**src/sv/lppo_pkg.sv**
```systemverilog
// Shared types, widths and codes for the long-press power-off controller.
// No dependencies; imported by every module of the block.
`default_nettype none

package lppo_pkg;

  localparam int unsigned TIME_W     = 32;
  localparam int unsigned REL_W      = 16;
  localparam int unsigned STATE_W    = 3;
  localparam int unsigned LED_W      = 2;
  localparam int unsigned CFG_IDX_W  = 2;
  localparam int unsigned CFG_DATA_W = 32;
  localparam int unsigned IN_DATA_W  = 40;
  localparam int unsigned OUT_DATA_W = 8;

  localparam logic [STATE_W-1:0] ST_ON    = 3'd0;
  localparam logic [STATE_W-1:0] ST_PREP  = 3'd1;
  localparam logic [STATE_W-1:0] ST_READY = 3'd2;
  localparam logic [STATE_W-1:0] ST_SHUT  = 3'd3;
  localparam logic [STATE_W-1:0] ST_OFF   = 3'd4;

  localparam logic [LED_W-1:0] LED_SOLID = 2'd0;
  localparam logic [LED_W-1:0] LED_FAST  = 2'd1;
  localparam logic [LED_W-1:0] LED_SLOW  = 2'd2;
  localparam logic [LED_W-1:0] LED_DARK  = 2'd3;

  localparam logic [CFG_IDX_W-1:0] CFG_HOLD       = 2'd0;
  localparam logic [CFG_IDX_W-1:0] CFG_RELEASE    = 2'd1;
  localparam logic [CFG_IDX_W-1:0] CFG_ACTIVE_LOW = 2'd2;

  localparam logic [TIME_W-1:0] HOLD_RESET    = 32'd3000;
  localparam logic [REL_W-1:0]  RELEASE_RESET = 16'd500;

  typedef struct packed {
    logic [TIME_W-1:0] now_ms;
    logic              press_event;
    logic              release_event;
    logic              button_held;
    logic              raw_pin_level;
  } in_item_t;

  typedef struct packed {
    logic [STATE_W-1:0] power_state;
    logic [LED_W-1:0]   led_mode;
    logic               accepting_requests;
    logic               sleep_request;
  } out_item_t;

  typedef struct packed {
    logic [TIME_W-1:0] hold_time_ms;
    logic [REL_W-1:0]  release_time_ms;
    logic              pin_active_low;
  } cfg_t;

endpackage

`default_nettype wire

```
**src/sv/lppo_cfg.sv**
```systemverilog
// Configuration register file: hold time, release time and pin polarity.
// Depends on lppo_pkg.
`default_nettype none

module lppo_cfg (
  input  logic                           clk,
  input  logic                           rst,
  input  logic                           cfg_we,
  input  logic [lppo_pkg::CFG_IDX_W-1:0] cfg_index,
  input  logic [lppo_pkg::CFG_DATA_W-1:0] cfg_wdata,
  output lppo_pkg::cfg_t                 cfg
);
  import lppo_pkg::*;

  always_ff @(posedge clk) begin
    if (rst) begin
      cfg.hold_time_ms    <= HOLD_RESET;
      cfg.release_time_ms <= RELEASE_RESET;
      cfg.pin_active_low  <= 1'b1;
    end else if (cfg_we) begin
      case (cfg_index)
        CFG_HOLD:       cfg.hold_time_ms    <= cfg_wdata[TIME_W-1:0];
        CFG_RELEASE:    cfg.release_time_ms <= cfg_wdata[REL_W-1:0];
        CFG_ACTIVE_LOW: cfg.pin_active_low  <= cfg_wdata[0];
        default: ;
      endcase
    end
  end

endmodule

`default_nettype wire

```
**src/sv/lppo_fsm.sv**
```systemverilog
// Power-off state machine: state registers and single-pass next-state logic.
// Depends on lppo_pkg.
`default_nettype none

module lppo_fsm (
  input  logic                clk,
  input  logic                rst,
  input  logic                step,
  input  lppo_pkg::in_item_t  item,
  input  lppo_pkg::cfg_t      cfg,
  output lppo_pkg::out_item_t result
);
  import lppo_pkg::*;

  logic [STATE_W-1:0] mode, mode_next;
  logic [TIME_W-1:0]  press_start, press_start_next;
  logic [TIME_W-1:0]  stable_start, stable_start_next;
  logic               armed, armed_next;
  logic [LED_W-1:0]   led, led_next;
  logic               sleep;
  logic               pin_active;
  logic [TIME_W-1:0]  stable_base;
  logic [TIME_W-1:0]  hold_elapsed;
  logic [TIME_W-1:0]  stable_elapsed;

  assign pin_active     = item.raw_pin_level ^ cfg.pin_active_low;
  assign stable_base    = (!armed || pin_active) ? item.now_ms : stable_start;
  assign hold_elapsed   = item.now_ms - press_start;
  assign stable_elapsed = item.now_ms - stable_base;

  always_comb begin
    mode_next         = mode;
    press_start_next  = press_start;
    stable_start_next = stable_start;
    armed_next        = armed;
    led_next          = led;
    sleep             = 1'b0;
    case (mode)
      ST_ON: begin
        if (item.press_event) begin
          press_start_next = item.now_ms;
          mode_next        = ST_PREP;
          led_next         = LED_FAST;
        end
      end
      ST_PREP: begin
        if (item.release_event) begin
          mode_next = ST_ON;
          led_next  = LED_SOLID;
        end else if (item.button_held && (hold_elapsed >= cfg.hold_time_ms)) begin
          mode_next = ST_READY;
          led_next  = LED_SLOW;
        end
      end
      ST_READY: begin
        if (item.release_event) begin
          mode_next = ST_SHUT;
        end
      end
      ST_SHUT: begin
        armed_next        = 1'b1;
        stable_start_next = stable_base;
        led_next          = LED_DARK;
        if (stable_elapsed >= {{(TIME_W-REL_W){1'b0}}, cfg.release_time_ms}) begin
          sleep      = 1'b1;
          armed_next = 1'b0;
          mode_next  = ST_OFF;
        end
      end
      default: ;
    endcase
  end

  always_ff @(posedge clk) begin
    if (rst) begin
      mode         <= ST_ON;
      press_start  <= '0;
      stable_start <= '0;
      armed        <= 1'b0;
      led          <= LED_SOLID;
    end else if (step) begin
      mode         <= mode_next;
      press_start  <= press_start_next;
      stable_start <= stable_start_next;
      armed        <= armed_next;
      led          <= led_next;
    end
  end

  assign result.power_state        = mode_next;
  assign result.led_mode           = led_next;
  assign result.accepting_requests = (mode_next == ST_ON);
  assign result.sleep_request      = sleep;

endmodule

`default_nettype wire

```
**src/sv/long_press_power_off_controller.sv**
```systemverilog
// Long-press power-off controller, top level.
// Each update passes the input register and then the result register.
// Throughput: one update per cycle unless stalled; next state is combinational.
// Synchronous active-high reset clears state to on, LED solid, and config to defaults.
// Depends on lppo_pkg, lppo_cfg and lppo_fsm.
`default_nettype none

module long_press_power_off_controller (
  input  logic                             clk,
  input  logic                             rst,
  input  logic                             s_tvalid,
  output logic                             s_tready,
  // now_ms[31:0], press_event[32], release_event[33], button_held[34],
  // raw_pin_level[35], zero fill[39:36]
  input  logic [lppo_pkg::IN_DATA_W-1:0]   s_tdata,
  output logic                             m_tvalid,
  input  logic                             m_tready,
  // power_state[2:0], led_mode[4:3], accepting_requests[5], sleep_request[6],
  // zero fill[7]
  output logic [lppo_pkg::OUT_DATA_W-1:0]  m_tdata,
  input  logic                             cfg_we,
  input  logic [lppo_pkg::CFG_IDX_W-1:0]   cfg_index,
  input  logic [lppo_pkg::CFG_DATA_W-1:0]  cfg_wdata
);
  import lppo_pkg::*;

  cfg_t      cfg;
  in_item_t  in_item;
  logic      in_valid;
  logic      advance;
  out_item_t result;

  assign advance  = in_valid && (!m_tvalid || m_tready);
  assign s_tready = !in_valid || advance;

  always_ff @(posedge clk) begin
    if (rst) begin
      in_valid <= 1'b0;
    end else if (s_tready) begin
      in_valid <= s_tvalid;
    end
  end

  always_ff @(posedge clk) begin
    if (s_tvalid && s_tready) begin
      in_item.now_ms        <= s_tdata[TIME_W-1:0];
      in_item.press_event   <= s_tdata[TIME_W];
      in_item.release_event <= s_tdata[TIME_W+1];
      in_item.button_held   <= s_tdata[TIME_W+2];
      in_item.raw_pin_level <= s_tdata[TIME_W+3];
    end
  end

  lppo_cfg u_cfg (
    .clk       (clk),
    .rst       (rst),
    .cfg_we    (cfg_we),
    .cfg_index (cfg_index),
    .cfg_wdata (cfg_wdata),
    .cfg       (cfg)
  );

  lppo_fsm u_fsm (
    .clk    (clk),
    .rst    (rst),
    .step   (advance),
    .item   (in_item),
    .cfg    (cfg),
    .result (result)
  );

  always_ff @(posedge clk) begin
    if (rst) begin
      m_tvalid <= 1'b0;
    end else if (!m_tvalid || m_tready) begin
      m_tvalid <= in_valid;
    end
  end

  always_ff @(posedge clk) begin
    if (advance) begin
      m_tdata <= {1'b0, result.sleep_request, result.accepting_requests,
                  result.led_mode, result.power_state};
    end
  end

endmodule

`default_nettype wire

```
**config.mk**
```make
export PLATFORM = sky130hd
export DESIGN_NAME = long_press_power_off_controller
export DESIGN_NICKNAME = d
export VERILOG_FILES = /design/src/sv/lppo_pkg.sv /design/src/sv/lppo_cfg.sv /design/src/sv/lppo_fsm.sv /design/src/sv/long_press_power_off_controller.sv
export SDC_FILE = /design/constraint.sdc
export NUM_CORES = 1
export LEC_CHECK = 0
export ABC_AREA = 1
export BUFFER_PORTS_ARGS = -buffer_cell sky130_fd_sc_hd__clkbuf_2
export CAP_MARGIN = 20
export CELL_PAD_IN_SITES_DETAIL_PLACEMENT = 0
export CELL_PAD_IN_SITES_GLOBAL_PLACEMENT = 1
export CORE_MARGIN = 1
export CORE_UTILIZATION = 35
export CTS_CLUSTER_SIZE = 24
export DETAILED_ROUTE_END_ITERATION = 6
export GPL_ROUTABILITY_DRIVEN = 0
export PLACE_DENSITY = 0.7
export SYNTH_ARGS = -nofsm -noshare
export SYNTH_HDL_FRONTEND = slang
export SYNTH_SLANG_ARGS = --single-unit
```
**constraint.sdc**
```tcl
create_clock -name clk -period 9.34 [get_ports clk]
set_input_delay 1.401 -clock clk [delete_from_list [all_inputs] [get_ports clk]]
set_output_delay 1.401 -clock clk [all_outputs]
set_load 0.01 [all_outputs]
```
=== Yosys cells after proc, flatten, opt, wreduce, memory -nomap -nowiden ===
Index checks and enable logic that the tools add are counted.

* Output and inout port bits: 10
* Bits in registers: 164
* Logic and storage cells: 57
* Input port bits: 79

* Equality and inequality tests: 5
* Bitwise logic cells: 1
* Order comparisons: 2
* $add $sub $neg: 2
* Muxes and demuxes: 13
* Reduce and logical (&&, ||, !) cells: 17

{| class="wikitable"
|+ Operators with widths
! cell !! number
|-
| $sub 32x32->32 || 2
|-
| $ge 32x16->1 || 1
|-
| $ge 32x32->1 || 1
|-
| $mux 32 || 1
|-
| $mux 3 || 5
|-
| $pmux 3 s4 || 1
|-
| $reduce_and 2->1 || 4
|-
| $eq 3x2->1 const B || 2
|-
| $logic_not 3->1 || 2
|-
| $mux 2 || 3
|-
| $pmux 2 s3 || 1
|-
| $eq 3x1->1 const B || 1
|-
| $logic_and 1x1->1 || 3
|-
| $logic_not 1->1 || 3
|-
| $logic_or 1x1->1 || 3
|-
| $reduce_and 3->1 || 1
|-
| $eq 2x1->1 const B || 1
|-
| $eq 2x2->1 const B || 1
|-
| $logic_not 2->1 || 1
|-
| $mux 1 || 2
|-
| $xor 1x1->1 || 1
|}

=== Depth between registers and ports, before layout ===
Gate-level depths: netlist (run 1).

* Depth after elaboration: 8
* Mapped depth: 35
* Depth with buffers taken out: 35

=== Hierarchy ===
From an unflattened synthesis (run 1), not the netlist that was laid out.

* Cell total of the unflattened synthesis: 1550
* Area total of the unflattened synthesis: 11305.8 um^2

{| class="wikitable"
|+ Modules (own cells, without submodules)
! module !! times used !! cells an instance !! area each (um^2) !! sequential area each (um^2)
|-
| lppo_fsm || 1 || 1198 || 7866.3 || 1401.3
|-
| lppo_cfg || 1 || 295 || 2045.7 || 980.9
|-
| long_press_power_off_controller || 1 || 57 || 1393.8 || 1331.3
|}

=== Worst setup path before layout (run 1) ===
OpenSTA, ideal clock, no wires.

* Path type: register to register
* Start: register in_item[0] (netlist name)
* End: register m_tdata[5] (netlist name), data pin
* Cell stages (with the launch flop): 32
* Setup slack: 5.223 ns
* Path buffers: 2
* Data required time: 9.089 ns
* Arrival: 3.866 ns
* Period minus slack after synthesis: 4.117 ns
* Library setup time: 0.251 ns
* Cells stage by stage: edfxtp_1 > nand2_1 > nand2_4 > nand2_1 > clkbuf_1 > clkbuf_1 > mux2i_1 > ha_1 > inv_1 > nor2_1 > o21ai_1 > nand2_1 > nand2_2 > nand2_2 > nand2_1 > nand2_2 > xor2_1 > ha_1 > a21oi_1 > nor3_1 > a211oi_1 > nand2_1 > nand2_1 > nand2_1 > nor2_1 > nand3_1 > nor2_2 > nand3_1 > nand2_1 > nand2_1 > inv_1 > nor2_1

{| class="wikitable"
|+ RTL lines
! element !! RTL line !! text
|-
| start: declaration || long_press_power_off_controller.sv:28 || <nowiki>in_item_t in_item;</nowiki>
|-
| end signal: assignment || long_press_power_off_controller.sv:82 || <nowiki>m_tdata <= {1'b0, result.sleep_request, result.accepting_requests,</nowiki>
|-
| end: declaration || long_press_power_off_controller.sv:20 || <nowiki>output logic [lppo_pkg::OUT_DATA_W-1:0] m_tdata,</nowiki>
|}

==> impl_metrics.yaml, run 1 <==
status:
  outcome: "finished, final reports clean"
setup_path:
  regToRegSetupSlack_ns: 4.07
  reg2reg_depth: 24
  r2r-start: "u_fsm.armed"
  critPathMaxFanout: 38
  path_common_cell: "nand2_1"
  crit_path_cell_trace: "nand2_1, buf_4, o21ai_0, ha_1, a21oi_1, inv_1, a31oi_1, nand3_1, nand2_1, nand2_1, xor2_1, ha_1, nand2_1, nor2_1, a211oi_1, nand2_1, nor2_1, nand3_1, nor2_2, nand3_1, nand2_1, nand2_1, inv_1, nor2_1"
  critPathKind: "flop to flop"
  crit_path_start: "u_fsm.armed"
  slowest_delay_ns: 0.63
  crit_path_start_kind: "flop"
  timing.critical_path.arrival_ns: 5.48
  endpoint_kind: "flop"
  cp_data_required_time_ns: 9.55
  r2r-end: "m_tdata[5]"
  critPathSlowestCell: "dfxtp_1"
synthesis:
  synth_area_per_cell_sq_um: 7.337
  synth_top_cell_by_area: "dfxtp_1"
  synth_edf_count: 43
  ys_top_cells_by_count: "270 x nand2_1, 250 x inv_1, 169 x a21oi_1, 144 x o21ai_0, 121 x dfxtp_1"
  synth.most_common_cell: "nand2_1"
  ys_seq_area_frac: 0.3429
  yosysUniqueCellTypes: 47
  syn_inst: 1476
  synth.area.top_cells: "dfxtp_1 22%, ha_1 12%, edfxtp_1 12%, nand2_1 9.4%, inv_1 8.7%"
  syn_area_sq_um: 10830
  synth_top_area_share: 0.2237
  ys.flop_type: "dfxtp_1"
  synth-async-reset-ratio: 0
  synth-warning-count: 0
  ys_seq_elements: 164
  synth_nets: 1665
routing:
  routedWlPerCell_um: 15.25
  first_pass_iters: 5
  routed_wl_mm: 29.83
  drc_errors: 0
  drtIter0Drc: 676
  viasPerCell: 4.922
  ant_nets: 0
  num_vias: 9627
sta:
  hold_viol: 0
  maxSlewViolCount: 0
  skew_ns: 0.01391
  setup_viol: 0
  rsz0062_at_grt: "false"
  finalCritPeriodShare: 0.5641
  finalCriticalPeriod_ns: 5.269
  worst_pin_slew_ns: 0.9676
  slew-limit-headroom: 0.3549
  tns_ns: 0
  max_freq_ghz: 0.1898
placement:
  dp_hpwl_mm: 23.47
  placed_area_sq_um: 11670
  io_buffers: 83
final_layout:
  n_antenna_cell: 0
  final_core_util: 0.4010
  area_delta_synth_final_pct: 12.99
  fill_cells: 3194
  fin_nets: 1736
  drive_gt1_frac: 0.09487
  fin_area_sq_um: 12240
clocking:
  clk_path_buf_depth: 2
  hold_buffers: 0
  cts-root-buf: "clkbuf_16"
  htree_levels: 4
  tritoncts: "done"
  post_cts_buffers: 0
  cts_resized: 0
  insertion_delay_ns: 0.45
  numCtsBuffers: 17
  clock-sinks: 164
  path_clk_slew_ns: 0.07
die:
  initial_core_util: 0.3549
  die_h_um: 177.9
  die_w_um: 177.9
  core_area_sq_um: 30510
  design.die.area_sq_um: 31650
  io_pins: 89
  core.rowCount: 64
worst_hold_path:
  hold_end: "u_fsm.stable_start[0]"
  whs_path_depth: 2
  min_from: "u_fsm.stable_start[0]"
  hold_class: "flop to flop"
grt:
  overflow: 0
  grt_start_max_net_pins: 100
  first_global_vias: 8872
  track_usage: 0.1944
  grt_pass1_wl_mm: 46.69
  antenna_found_initial: 0
power:
  ir_drop_mv: 0.1297
  totalPowerFinal_uw: 1981
  power_density_nw_per_um2: 161.9
  p_leak_uw: 0.005798
job:
  cap_violations: 0
==> cell families after synthesis <==
family / Yosys count / share of synthesized area
xor+xnor: 47 / 0.03801
fa+ha+maj: 110 / 0.1285
other cells: 1 / 0.0003463
simple gates: 452 / 0.1762
buf+inv: 292 / 0.1016
compound gates: 408 / 0.2106
flops: 164 / 0.3429
mux: 2 / 0.001849
==> stage by stage <==
step                setup WS [ns]  std cells  hold slack (ns)
floorplan                   5.223       1476           0.4245
global placement            4.119       1924           0.4437
detailed placement          4.071       1924           0.4403
CTS                         4.037       1956           0.4500
global route                3.562       1956           0.4778
finish                      4.071       1956           0.4544
==> cells in the final DEF (no fill, tap or decap), types with 6 or more instances in the layout <==
cell,netlist,layout
nand2_1,270,270
o21a_1,6,6
nor2_1,85,83
ha_1,108,108
o21ai_0,144,144
nand3_1,35,35
nor3_1,18,17
clkbuf_2,0,83
a21o_1,11,11
clkbuf_16,0,18
nand2_2,13,13
o211ai_1,43,43
nand4_1,10,10
inv_1,250,249
a21oi_1,169,169
a31oi_1,10,10
xnor2_1,8,8
edfxtp_1,43,43
xor2_1,39,39
dfxtp_1,121,121
buf_4,1,8
==> power by group <==
part	switching, uW	internal [uW]	total (uW)
Clock	301	397	698
Combinational	311	185	496
Sequential	23.0	764	787
Total	635	1350	1980
==> worst max path at each step <==
stage | to | slack [ns] | cells after the start
2_1_floorplan | m_tdata[5] | 5.22 | 31
3_3_place_gp | m_tdata[5] | 4.12 | 24
3_5_place_dp | m_tdata[5] | 4.07 | 24
4_1_cts | m_tdata[5] | 4.04 | 24
5_1_grt | m_tdata[5] | 3.56 | 30
6_report | m_tdata[5] | 4.07 | 24
==> routing by layer <==
layer | vias up | wire, um | global-route usage
met4 | 0 | 455 | 0.05734
met1 | 4378 | 16120 | 0.2852
met3 | 22 | 959 | 0.02956
met5 | - | 0 | 0
li1 | 5072 | - | -
met2 | 155 | 12300 | 0.2896
==> flip-flops by register name (all words and copies together), names as in the netlist <==
signal / count
u_fsm.mode: 3
m_tvalid: 1
m_tdata: 7
u_fsm.press_start: 32
u_fsm.stable_start: 32
u_cfg.cfg: 49
in_valid: 1
in_item: 36
u_fsm.led: 2
u_fsm.armed: 1
==> cell type report <==
cell class | instances | area [sq um] | share of cell area
Sequential cell | 164 | 3714 | 0.3035
Tap cell | 396 | 495.5 | 0.04049
Multi-Input combinational cell | 1020 | 6036 | 0.4933
Inverter | 253 | 949.7 | 0.07762
Timing Repair Buffer | 91 | 475.5 | 0.03886
Clock buffer | 25 | 496.7 | 0.04060
Clock inverter | 7 | 68.82 | 0.005624
==> worst max-delay path, delay by kind of cell, from the launching register on <==
kind | cells | cell delay, ns
simple gates | 14 | 2.00
compound gates | 4 | 0.97
fa+ha+maj | 2 | 0.65
flops | 1 | 0.63
buf+inv | 3 | 0.59
xor+xnor | 1 | 0.16
(Power assumes the default switching activity.)
==> run 2, diff against run 1 <==
PLACE_DENSITY = 0.72   (was 0.7)
clock period = 4.75 ns   (was 9.34 ns; I/O delays follow)
==> run 2 against run 1 <==
Final area up 3.1%; first-iteration DRC count up 5.3%; clock power up 100%; sequential power up 97%; final cell count up 1.2%.
==> impl_metrics.yaml, run 2 (same netlist as run 1, synthesis figures left out) <==
status:
  outcome: "finished, final reports clean"
routing:
  drtIter0Drc: 712
  viasPerCell: 4.884
  routedWlPerCell_um: 14.91
  first_pass_iters: 5
  drc_errors: 0
  ant_nets: 0
  routed_wl_mm: 29.50
  num_vias: 9666
placement:
  dp_hpwl_mm: 23.30
  place_inst: 1935
  io_buffers: 83
job:
  cap_violations: 0
clocking:
  cts-root-buf: "clkbuf_16"
  htree_levels: 4
  numCtsBuffers: 17
  clk_path_buf_depth: 2
  path_clk_slew_ns: 0.08
  tritoncts: "done"
  clock-sinks: 164
  insertion_delay_ns: 0.45
  hold_buffers: 0
final_layout:
  final_core_util: 0.4135
  reg.largest.list: "u_cfg.cfg (49), in_item (36)"
  layout_commonest_cell: "nand2_1"
  seqCellArea_sq_um: 3714
  area_delta_synth_final_pct: 16.49
  fin_nets: 1759
  finalNonFillerCells: 1979
  fill_cells: 3150
  n_antenna_cell: 0
  multi_input_area_sq_um: 6180
  top_register: "u_cfg.cfg"
  most-common-layout-cells: "258 x nand2_1, 245 x inv_1, 166 x a21oi_1"
  drive_gt1_frac: 0.1308
  largest_register_ffs: 49
power:
  totalPowerFinal_uw: 4014
  ir_drop_mv: 0.2600
  power_density_nw_per_um2: 318.2
  p_leak_uw: 0.005964
setup_path:
  timing.critical_path.arrival_ns: 4.66
  path_common_cell: "nand2_2"
  endpoint_kind: "flop"
  critPathSlowestCell: "edfxtp_1"
  crit_path_start_kind: "flop"
  regToRegSetupSlack_ns: 0.29
  slowest_delay_ns: 0.42
  cp_data_required_time_ns: 4.95
  critPathMaxFanout: 3
  critPathKind: "flop to flop"
sta:
  slew-limit-headroom: 0.3223
  max_freq_ghz: 0.2240
  worst_pin_slew_ns: 1.014
  skew_ns: 0.01660
  finalCritPeriodShare: 0.9398
  setup_viol: 0
  hold_viol: 0
  finalCriticalPeriod_ns: 4.464
  maxSlewViolCount: 0
grt:
  overflow: 0
  antenna_found_initial: 0
  first_global_vias: 8965
  track_usage: 0.1922
  grt_pass1_wl_mm: 47.03
  grt_start_max_net_pins: 118
die:
  die_w_um: 177.9
  die_h_um: 177.9
  core_area_sq_um: 30510
  io_pins: 89
  design.die.area_sq_um: 31650
  core.rowCount: 64
  initial_core_util: 0.3549
worst_hold_path:
  hold_class: "input pin to flop"
==> run 2: cell types whose count changed in the layout (fill, tap and decap cells not counted), moves of 4 or more <==
cell	previous run	this run
buf_4	8	29
nand2_1	270	258
nand2_2	13	23
clkbuf_1	5	0
inv_1	249	245
inv_2	2	6
==> run 2: layout make-up <==
class / instances / share of cell area
tap: 396 / 0.03928
inverter: 253 / 0.07528
clock inverter: 15 / 0.01349
timing repair buffer: 114 / 0.05396
multi-input combinational: 1020 / 0.4899
clock buffer: 17 / 0.03372
sequential: 164 / 0.2944
==> run 2: worst paths after layout <==
kind,from,to,cells past startpoint
worst max-delay path,in_item[4],m_tdata[5],32
worst min-delay path,s_tdata[1],in_item[5],1
worst max register to register,in_item[4],m_tdata[5],32
worst min register to register,u_fsm.stable_start[0],u_fsm.stable_start[0],2
==> run 2: repair_timing <==
item,in CTS,in global routing
endpoints found under the setup margin,1,9
pin swaps,0,28
gates cloned,0,0
resized for setup,1,36
buffers inserted,0,10
==> run 2: power by group <==
group          switching, uW  internal (uW)  total [uW]
logic                    636            401        1040
registers               44.5           1500        1550
clock network            640            791        1430
==> run 2: critical path, delay by kind of cell (launching register included) <==
kind                       cells  cell delay (ns)
xor gates and xnor gates       1             0.19
AOI/OAI and AO/OA              5             0.62
adders and majority gates      3             0.82
DFF                            1             0.42
and+or+nand+nor               18             1.84
buffers and inverters          5             0.33
==> run 2: metrics by stage <==
stage	setup TNS, ns	setup WS (ns)	hold WS (ns)	area [sq um]
floorplan	0	0.6333	0.4245	10830
global placement	0	0.06281	0.4426	11760
detailed placement	0	0.002815	0.4494	11760
CTS	0	0.04351	0.4190	12360
global route	-0.02626	-0.02626	0.4141	12610
finish	0	0.2857	0.4343	12610
==> run 2: per-layer routing <==
layer | track usage | vias to the layer above | routed length (um)
li1 | - | 5111 | -
met1 | 0.2879 | 4370 | 15860
met2 | 0.2849 | 160 | 12320
met3 | 0.02442 | 25 | 913
met4 | 0.05271 | 0 | 410
met5 | 0 | - | 0
==> run 3, diff against run 2 <==
ABC_AREA = default   (was 1)
PLACE_DENSITY = 0.71   (was 0.72)
==> run 3 against run 2 <==
The run now ends with setup timing left; sequential share of layout area shrank 1.5 points; flip-flop and latch count is the same; final cell count shrank 5.8%; via count shrank 1.7%; register-to-register slack lost 0.63 ns; combinational power is essentially flat; first-iteration DRC count shrank 40%; hold slack lost 0.0010 ns; synthesized area shrank 1.4%; synthesized cell count shrank 12%; highest routed layer unchanged; non-clock buffer count grew 81.
==> impl_metrics.yaml, run 3 <==
routing:
  routedWlPerCell_um: 15.97
  first_pass_iters: 5
  drc_errors: 0
  num_vias: 9499
  routed_wl_mm: 29.79
  viasPerCell: 5.093
  drtIter0Drc: 428
  ant_nets: 0
synthesis:
  synth_top_cell_by_area: "dfxtp_1"
  ys.flop_type: "dfxtp_1"
  synth_area_per_cell_sq_um: 8.237
  syn_inst: 1296
  synth-warning-count: 0
  synth-async-reset-ratio: 0
  synth_edf_count: 43
  synth_top_area_share: 0.2269
  syn_area_sq_um: 10680
  yosysUniqueCellTypes: 68
  ys_seq_elements: 164
  synth.area.top_cells: "dfxtp_1 23%, ha_1 13%, edfxtp_1 12%, nand2_1 7.2%, a21oi_1 7.0%"
  synth.most_common_cell: "nand2_1"
  ys_seq_area_frac: 0.3479
  synth_nets: 1485
  ys_top_cells_by_count: "204 x nand2_1, 149 x a21oi_1, 121 x dfxtp_1, 108 x ha_1, 102 x inv_1"
clocking:
  cts-root-buf: "clkbuf_16"
  htree_levels: 4
  insertion_delay_ns: 0.45
  clock-sinks: 164
  hold_buffers: 0
  path_clk_slew_ns: 0.08
  clk_path_buf_depth: 2
  tritoncts: "done"
  numCtsBuffers: 17
final_layout:
  top_register: "u_cfg.cfg"
  fin_nets: 1651
  largest_register_ffs: 49
  layout_commonest_cell: "nand2_1"
  most-common-layout-cells: "201 x nand2_1, 137 x a21oi_1, 121 x dfxtp_1"
  drive_gt1_frac: 0.2075
  area_delta_synth_final_pct: 24.38
  fin_area_sq_um: 13280
  reg.largest.list: "u_cfg.cfg (49), in_item (36)"
  n_antenna_cell: 0
sta:
  rsz0062_at_grt: "true"
  setup_viol: 8
  finalCritPeriodShare: 1.073
  skew_ns: 0.01480
  max_freq_ghz: 0.1961
  maxSlewViolCount: 0
  hold_viol: 0
  worst_pin_slew_ns: 1.016
  finalCriticalPeriod_ns: 5.099
  slew-limit-headroom: 0.3199
  finalWorstSetupSlack_ns: -0.3491
grt:
  grtUsageMet2: 0.3204
  overflow: 0
  gr-usage-met3: 0.03071
  grt_start_max_net_pins: 70
  antenna_found_initial: 1
  track_usage: 0.1964
  first_global_vias: 9268
  grt_pass1_wl_mm: 47.75
  grt-busiest-layer: "met2"
  grt_use_met1: 0.2596
setup_path:
  crit_path_start_kind: "flop"
  critPathSlowestCell: "edfxtp_1"
  endpoint_kind: "flop"
  cp_data_required_time_ns: 5.04
  path_buf_inv: 1
  slowest_delay_ns: 0.46
  timing.critical_path.arrival_ns: 5.39
  critPathMaxFanout: 7
  crit_family: "simple AND/OR/NAND/NOR gates"
  crit_path_cell_trace: "xor2_2, nor2_4, buf_8, mux2i_4, ha_1, or3_1, o211ai_1, o22ai_2, or2_4, o21a_1, nor2_1, ha_1, a21o_1, a21oi_1, nor2b_1, nor4_1, nand4_1, nor3_1, nor4bb_2, and4_1, nand4_1, a31oi_1"
  critPathKind: "flop to flop"
die:
  io_pins: 89
  initial_core_util: 0.3583
  die_w_um: 176.6
  core.rowCount: 63
  die_h_um: 176.6
  core_area_sq_um: 29800
  design.die.area_sq_um: 31200
status:
  outcome: "finished with violations"
  violations: "setup timing"
power:
  p_leak_uw: 0.005263
  ir_drop_mv: 0.2660
  power_density_nw_per_um2: 296.0
worst_hold_path:
  hold_class: "input pin to flop"
job:
  cap_violations: 0
placement:
  dp_hpwl_mm: 22.85
  io_buffers: 83
  post-place-ws_ns: -0.6147
  placed_area_sq_um: 12200
## run 3: report_power, final
| group | switching (uW) | leakage [uW] | internal [uW] |
|---|---|---|---|
| clock | 676 | 0.000285 | 704 |
| sequential | 40.3 | 0.00140 | 1490 |
| combinational | 557 | 0.00358 | 467 |
## run 3: metal layers
metal | up-vias | routed length [um]
met5 | - | 0
met3 | 43 | 1033
met1 | 4406 | 14130
li1 | 4889 | -
met2 | 161 | 13780
met4 | 0 | 851
## run 3: stage by stage
step                utilization  instances  TNS [ns]  power [uW]  hold slack (ns)
floorplan                     -       1296  -0.07528        2178           0.4357
global placement         0.4093       1822    -3.885        2496           0.4424
detailed placement       0.4093       1822    -4.419        2508           0.4466
CTS                      0.4365       1862    -1.898        3931           0.4155
global route             0.4456       1865    -5.926        4147           0.4157
finish                   0.4456       1865    -2.364        3930           0.4333
## run 3: worst paths after layout
path                                             from                    end  slack (ns)  cells after the start
worst max-delay path                       in_item[0]             m_tdata[1]       -0.35                     22
worst min register to register  u_fsm.press_start[12]  u_fsm.press_start[12]        0.45                      2
worst max register to register             in_item[0]             m_tdata[1]       -0.35                     22
worst min-delay path                      s_tdata[25]            in_item[29]        0.43                      1
## run 3: final cells by class
cell class	instances	area [sq um]
clock buffer	17	425.4
clock inverter	15	158.9
fill	2982	16520
inverter	102	382.9
multi-input combinational	982	6832
sequential	164	3714
tap	390	488.0
timing repair buffer	195	1277
## run 3: what timing repair did
action,4_1_cts,5_1_grt
pin swaps,28,33
gates resized for setup,41,46
buffers inserted,8,3
endpoints found under the setup margin,12,12
endpoints found under the hold margin,0,0
## run 3: kinds of logic (layout without fill, tap and decap cells)
family          count (synthesis)  count (layout)  share of synthesized area
buf+inv                       150             329                    0.05309
flops                         164             164                     0.3479
xor+xnor                       51              51                    0.04184
fa+ha+maj                     110             110                     0.1303
mux                            36              36                    0.03411
other cells                     1               1                  0.0003513
compound gates                356             356                     0.2134
simple gates                  428             428                     0.1790
